--- config.mk ---
export PLATFORM = sky130hd
export DESIGN_NAME = line_rasterizer
export DESIGN_NICKNAME = d
export VERILOG_FILES = /design/src/rtl/core/lr_pkg.sv /design/src/rtl/core/line_rasterizer.sv
export SDC_FILE = /design/constraint.sdc
export NUM_CORES = 1
export LEC_CHECK = 0
export BUFFER_PORTS_ARGS = -buffer_cell sky130_fd_sc_hd__buf_2
export CAP_MARGIN = 20
export CORE_MARGIN = 3
export CORE_UTILIZATION = 45
export DETAILED_ROUTE_END_ITERATION = 8
export PLACE_DENSITY = 0.71
export SYNTH_ARGS = -nofsm -noshare
export SYNTH_HDL_FRONTEND = slang
export SYNTH_SLANG_ARGS = --single-unit
--- constraint.sdc ---
create_clock -name clk -period 5.73 [get_ports clk]
set_input_delay 0.2865 -clock clk [delete_from_list [all_inputs] [get_ports clk]]
set_output_delay 0.2865 -clock clk [all_outputs]
set_load 0.02 [all_outputs]
--- src/rtl/core/lr_pkg.sv ---
package lr_pkg;

  typedef enum logic [1:0] {
    STEP_NONE = 2'd0,
    STEP_UP   = 2'd1,
    STEP_DOWN = 2'd3
  } step_t;

  typedef enum logic {
    REQ_START = 1'b0,
    REQ_TICK  = 1'b1
  } req_t;

  typedef struct packed {
    logic [7:0] x;
    logic [7:0] y;
    logic [7:0] color;
    logic       we;
    logic       last;
  } pix_t;

endpackage

--- src/rtl/core/line_rasterizer.sv ---
// channel   handshake            payload
// request   in_valid / in_ready  req_type, start_x, start_y, end_x, end_y, line_color
// pixel     out_valid / out_ready pixel_x, pixel_y, pixel_color, write_enable, last_pixel
//
// one request is taken per cycle while in_ready is high; a busy tick yields its pixel
// a start loads the line state in the cycle it is taken and yields no pixel
// pixels leave through an output register backed by one skid entry; in_ready drops
// only while the skid entry is full
// rst is synchronous and clears the line state and both output entries
module line_rasterizer #(
  parameter int SCREEN_HEIGHT = 240,
  parameter int SCREEN_WIDTH  = 256
) (
  input  logic              clk,
  input  logic              rst,
  input  logic              in_valid,
  output logic              in_ready,
  input  logic              req_type,
  input  logic signed [15:0] start_x,
  input  logic signed [15:0] start_y,
  input  logic signed [15:0] end_x,
  input  logic signed [15:0] end_y,
  input  logic        [7:0] line_color,
  output logic              out_valid,
  input  logic              out_ready,
  output logic        [7:0] pixel_x,
  output logic        [7:0] pixel_y,
  output logic        [7:0] pixel_color,
  output logic              write_enable,
  output logic              last_pixel
);

  localparam logic [8:0] HEIGHT_LIM = 9'(SCREEN_HEIGHT);
  localparam logic [8:0] WIDTH_LIM  = 9'(SCREEN_WIDTH);

  logic              busy;
  logic [15:0]       cur_x;
  logic [15:0]       cur_y;
  logic [15:0]       adx;
  logic [15:0]       ady;
  lr_pkg::step_t     sgn_x;
  lr_pkg::step_t     sgn_y;
  logic [15:0]       major_dist;
  logic [16:0]       err_x;
  logic [16:0]       err_y;
  logic [16:0]       done_cnt;
  logic [7:0]        color;

  lr_pkg::pix_t      out_reg;
  lr_pkg::pix_t      skid_reg;
  logic              skid_valid;

  logic              in_fire;
  logic              is_start;
  logic              res_valid;
  lr_pkg::pix_t      res;

  // start path
  logic signed [16:0] dx;
  logic signed [16:0] dy;
  logic [15:0]        adx_next;
  logic [15:0]        ady_next;
  lr_pkg::step_t      sgn_x_next;
  lr_pkg::step_t      sgn_y_next;

  // tick path
  logic [16:0]        sum_x;
  logic [16:0]        sum_y;
  logic               stp_x;
  logic               stp_y;
  logic [16:0]        err_x_next;
  logic [16:0]        err_y_next;
  logic [15:0]        cur_x_next;
  logic [15:0]        cur_y_next;
  logic               last;

  assign in_ready  = !skid_valid;
  assign in_fire   = in_valid && in_ready;
  assign is_start  = (req_type == lr_pkg::REQ_START);
  assign res_valid = in_fire && !is_start && busy;

  always_comb begin
    dx = 17'(end_x) - 17'(start_x);
    dy = 17'(end_y) - 17'(start_y);
    if (dx > 17'sd0) begin
      sgn_x_next = lr_pkg::STEP_UP;
      adx_next   = dx[15:0];
    end else if (dx == 17'sd0) begin
      sgn_x_next = lr_pkg::STEP_NONE;
      adx_next   = '0;
    end else begin
      sgn_x_next = lr_pkg::STEP_DOWN;
      adx_next   = 16'(-dx);
    end
    if (dy > 17'sd0) begin
      sgn_y_next = lr_pkg::STEP_UP;
      ady_next   = dy[15:0];
    end else if (dy == 17'sd0) begin
      sgn_y_next = lr_pkg::STEP_NONE;
      ady_next   = '0;
    end else begin
      sgn_y_next = lr_pkg::STEP_DOWN;
      ady_next   = 16'(-dy);
    end
  end

  always_comb begin
    sum_x      = err_x + {1'b0, adx};
    sum_y      = err_y + {1'b0, ady};
    stp_x      = sum_x > {1'b0, major_dist};
    stp_y      = sum_y > {1'b0, major_dist};
    err_x_next = stp_x ? sum_x - {1'b0, major_dist} : sum_x;
    err_y_next = stp_y ? sum_y - {1'b0, major_dist} : sum_y;
    cur_x_next = cur_x;
    cur_y_next = cur_y;
    if (stp_x) begin
      unique case (sgn_x)
        lr_pkg::STEP_UP:   cur_x_next = cur_x + 16'd1;
        lr_pkg::STEP_DOWN: cur_x_next = cur_x - 16'd1;
        default:           cur_x_next = cur_x;
      endcase
    end
    if (stp_y) begin
      unique case (sgn_y)
        lr_pkg::STEP_UP:   cur_y_next = cur_y + 16'd1;
        lr_pkg::STEP_DOWN: cur_y_next = cur_y - 16'd1;
        default:           cur_y_next = cur_y;
      endcase
    end
    last      = (done_cnt == ({1'b0, major_dist} + 17'd1));
    res.x     = cur_x[7:0];
    res.y     = cur_y[7:0];
    res.color = color;
    res.we    = ({1'b0, cur_y[7:0]} < HEIGHT_LIM) && ({1'b0, cur_x[7:0]} < WIDTH_LIM);
    res.last  = last;
  end

  always_ff @(posedge clk) begin
    if (rst) begin
      busy       <= 1'b0;
      cur_x      <= '0;
      cur_y      <= '0;
      adx        <= '0;
      ady        <= '0;
      sgn_x      <= lr_pkg::STEP_NONE;
      sgn_y      <= lr_pkg::STEP_NONE;
      major_dist <= '0;
      err_x      <= '0;
      err_y      <= '0;
      done_cnt   <= '0;
      color      <= '0;
    end else if (in_fire && is_start) begin
      busy       <= 1'b1;
      cur_x      <= start_x;
      cur_y      <= start_y;
      adx        <= adx_next;
      ady        <= ady_next;
      sgn_x      <= sgn_x_next;
      sgn_y      <= sgn_y_next;
      major_dist <= (adx_next > ady_next) ? adx_next : ady_next;
      err_x      <= '0;
      err_y      <= '0;
      done_cnt   <= '0;
      color      <= line_color;
    end else if (res_valid) begin
      cur_x    <= cur_x_next;
      cur_y    <= cur_y_next;
      err_x    <= err_x_next;
      err_y    <= err_y_next;
      done_cnt <= done_cnt + 17'd1;
      if (last) begin
        busy <= 1'b0;
      end
    end
  end

  // output register with one skid entry
  always_ff @(posedge clk) begin
    if (rst) begin
      out_valid  <= 1'b0;
      skid_valid <= 1'b0;
    end else if (!out_valid || out_ready) begin
      if (skid_valid) begin
        out_valid  <= 1'b1;
        skid_valid <= 1'b0;
      end else begin
        out_valid <= res_valid;
      end
    end else if (res_valid) begin
      skid_valid <= 1'b1;
    end
  end

  always_ff @(posedge clk) begin
    if (!out_valid || out_ready) begin
      if (skid_valid) begin
        out_reg <= skid_reg;
      end else if (res_valid) begin
        out_reg <= res;
      end
    end else if (res_valid) begin
      skid_reg <= res;
    end
  end

  assign pixel_x      = out_reg.x;
  assign pixel_y      = out_reg.y;
  assign pixel_color  = out_reg.color;
  assign write_enable = out_reg.we;
  assign last_pixel   = out_reg.last;

endmodule

==> summary.txt <==
==================================================================================
Flip-flop count of the largest register, all copies and words added             26
Portion of synthesized cell area occupied by the leading cell type          18.41%
Master of the slowest instance on the critical path                   sky130_fd_sc_hd__or4_1
Clock slew seen by the registers of the worst setup and hold paths          100 ps
Main flop type after synthesis                                        sky130_fd_sc_hd__dfxtp_1
Maximum single-stage delay on the critical path                             460 ps
Routed wire length                                                        39780 um
Initial drt markers                                                            938
Worst IR drop on VDD                                                     0.2278 mV
Final global-route overflow total                                                0
# diodes                                                                         0
Average detailed-routed wire length per instance                          18.31 um
FF-to-FF setup slack                                                        910 ps
Total Die Area                                                        0.03357 mm^2
Setup Total Neg Slack                                                         0 ps
Clk sink count                                                                 182
Top area cells in the synthesized netlist                             sky130_fd_sc_hd__dfxtp_1, sky130_fd_sc_hd__ha_1, sky130_fd_sc_hd__edfxtp_1, sky130_fd_sc_hd__a21oi_1, sky130_fd_sc_hd__xnor2_1
Count of antenna-violating nets left after detailed routing                      0
CP startpoint kind                                                    primary input
Via density per instance                                                     5.950
CTS root buffer                                                       sky130_fd_sc_hd__clkbuf_16
Seq cells post-synth                                                           182
Leakage                                                                   6.708 nW
Synthesis Warnings                                                               0
Post-Synthesis Cells                                                          1683
Detail Placement HPWL                                                     30790 um
Startpoint-to-endpoint class of the critical path                     primary input to flop
Wire length of the first global-routing pass                              64200 um
Type of the most critical hold path                                   primary input to flop
Critical path required time                                                6100 ps
Number of antenna violations at the first check in global routing                0
Number of hold violations in the final report                                    0
Pin count of the biggest net entering global routing                            54
Commonest cells in the synthesized netlist                            sky130_fd_sc_hd__a21oi_1, sky130_fd_sc_hd__nor2_1, sky130_fd_sc_hd__dfxtp_1, sky130_fd_sc_hd__ha_1, sky130_fd_sc_hd__nand2_1
Crit path max fanout                                                            11
Signed area change from the synthesized netlist to the final layout         11.45%
Vias in the first global route                                               12442
Placement row count                                                             64
Worst Reg2Reg Path Length in Cells                                              19
Max-cap check violation count                                                    0
Power per cell area                                                   316.8 mW/mm^2
Chip Height                                                               183.2 um
Slew at the pin closest to its max-slew limit                             951.4 ps
Aggregate global-route resource usage                                       23.60%
Endpoint class of the critical path                                           flop
Setup Buffers After CTS                                                          0
Buffer levels on the longest clock path                                          2
Number of buffers added on ports                                               104
Dominant cell type by area after synthesis                            sky130_fd_sc_hd__dfxtp_1
Share of the clock period used by the worst path                            88.70%
Effective utilization at floorplan                                          45.96%
Fraction of layout cells with a size suffix above 1                         12.77%
Post-Syn Area                                                         0.01413 mm^2
Final-stage net count                                                         1979
Most common cell in the synthesized netlist                           sky130_fd_sc_hd__a21oi_1
DR DRC count                                                                     0
Number of I/O pins                                                             105
Post-route total power                                                  0.004990 W
Cell-by-cell trace of the critical path                               buf_2 > ha_1 > fa_1 > nand2b_1 > a21oi_1 > a211o_1 > a31oi_1 > o221ai_2 > and2_0 > a21oi_1 > xor2_1 > ha_1 > nand2_1 > nor4_1 > nand3_1 > o21a_1 > a41o_1 > and4_1 > or4_1 > o22ai_1
Post-route setup slack                                                    647.4 ps
Setup repair after global routing missed its margin                             no
Unique masters post-synth                                                       80
Drt pass-1 iters                                                                 7
CTS tree                                                                       yes
Worst slew margin                                                           36.42%
Share of async-settable or async-resettable flops after synthesis               0%
Number of H-tree branching levels                                                4
Vias after detailed routing                                                  12929
Number of enable-type register cells in the synthesized netlist                 52
Final estimated routing congestion in global placement                      0.8977
Number of cells on the critical path                                            20
Count of final max-slew check failures                                           0
CP arrival                                                                 5460 ps
Hold bufs inserted after CTS                                                     0
Total instance count after detailed placement                                 2141
Final std cells w/o fill                                                      2173
Die width                                                                 183.2 um
Post-cts sizing count                                                            0
Number of buffers and inverters on the critical path                             1
Highest Clock Rate                                                       196.7 MHz
Final Critical Period                                                      5083 ps
Per-instance average area after synthesis                               8.398 um^2
Net count after synthesis                                                     1898
Cell type group with the largest total delay on the critical path     simple AND/OR/NAND/NOR gates
WHS Path Cells                                                                   3
Core outline area                                                     0.03075 mm^2
Final setup fails                                                                0
Skew-Pair Late Insertion Delay                                              460 ps
CTS Buf Count                                                                   17
Pre-CTS WS                                                                314.3 ps
Sequential area share after synthesis                                       29.46%
Clock tree skew after final layout                                        24.07 ps
Run status                                                            finished clean
==================================================================================
[cell families (layout without fill, tap and decap cells)]
logic type | Yosys count | after routing | share of synthesized area, %
xor gates and xnor gates | 139 | 139 | 8.614
muxes | 67 | 67 | 4.975
DFF | 182 | 182 | 29.46
and+or+nand+nor | 489 | 489 | 16.78
adders and majority gates | 138 | 138 | 12.64
AOI/OAI and AO/OA | 494 | 494 | 22.76
buffers and inverters | 174 | 268 | 4.763
[worst register-to-register path: cells and delay by family, from the launching register on]
family | cells | cell delay (ps)
AO/OA/AOI/OAI | 10 | 1930
AND/OR/NAND/NOR | 4 | 840
adder cells (fa/ha/maj) | 2 | 590
flip-flops | 1 | 400
multiplexers | 1 | 390
buffers and inverters | 1 | 360
XOR/XNOR | 1 | 240
[power by group]
part           internal [W]  leakage [nW]  total [W]  switching (W)
Combinational      0.000910          4.85    0.00222        0.00131
Clock              0.000629         0.319    0.00129       0.000665
Sequential          0.00139          1.54    0.00148      0.0000904
[layer usage]
metal  part of all wire (%)  global-route usage, %  vias to the layer above
met5                      0                      0                        -
met4                    2.9                  8.135                        0
met3                    5.6                  3.431                       73
met2                     45                  38.39                      424
met1                     46                  32.23                     6121
li1                       -                      -                     6311
[final cells by class]
class                           instances  area, um^2
Fill cell                            2917       15000
Multi-Input combinational cell       1327        9313
Sequential cell                       182        4164
Timing Repair Buffer                  132       730.7
Tap cell                              396       495.5
Clock buffer                           17       425.4
Inverter                              104       390.4
Clock inverter                         15       232.7
[cells in the final DEF, fill, tap and decap left out, drive strengths merged, types with 19 or more instances in the layout]
master	n
a211oi	47
a21o	30
a21oi	159
buf	132
dfxtp	130
edfxtp	52
ha	130
inv	116
mux2	26
mux2i	41
nand2	126
nand3	42
nand4	20
nor2	142
nor3	47
o21a	19
o21ai	94
xnor2	83
xor2	56
[final timing paths]
check | from | endpoint
worst max-delay path | start_y[0] | major_dist[14]$_SDFFE_PP0P_
worst min-delay path | line_color[2] | color[2]$_SDFFE_PP0P_
worst max register to register | ady[1]$_SDFFE_PP0P_ | err_y[0]$_SDFFE_PP0P_
worst min register to register | color[1]$_SDFFE_PP0P_ | skid_reg[3]$_DFFE_PP_
[through the flow]
stage | util [%] | instance area (um^2) | hold slack (ps)
floorplan | - | 14130 | 419.4
global placement | 49.08 | 15090 | 437.7
detailed placement | 49.08 | 15090 | 443.4
CTS | 51.22 | 15750 | 51.74
global route | 51.22 | 15750 | 74.56
finish | 51.22 | 15750 | 63.97
(Power assumes the default switching activity.)
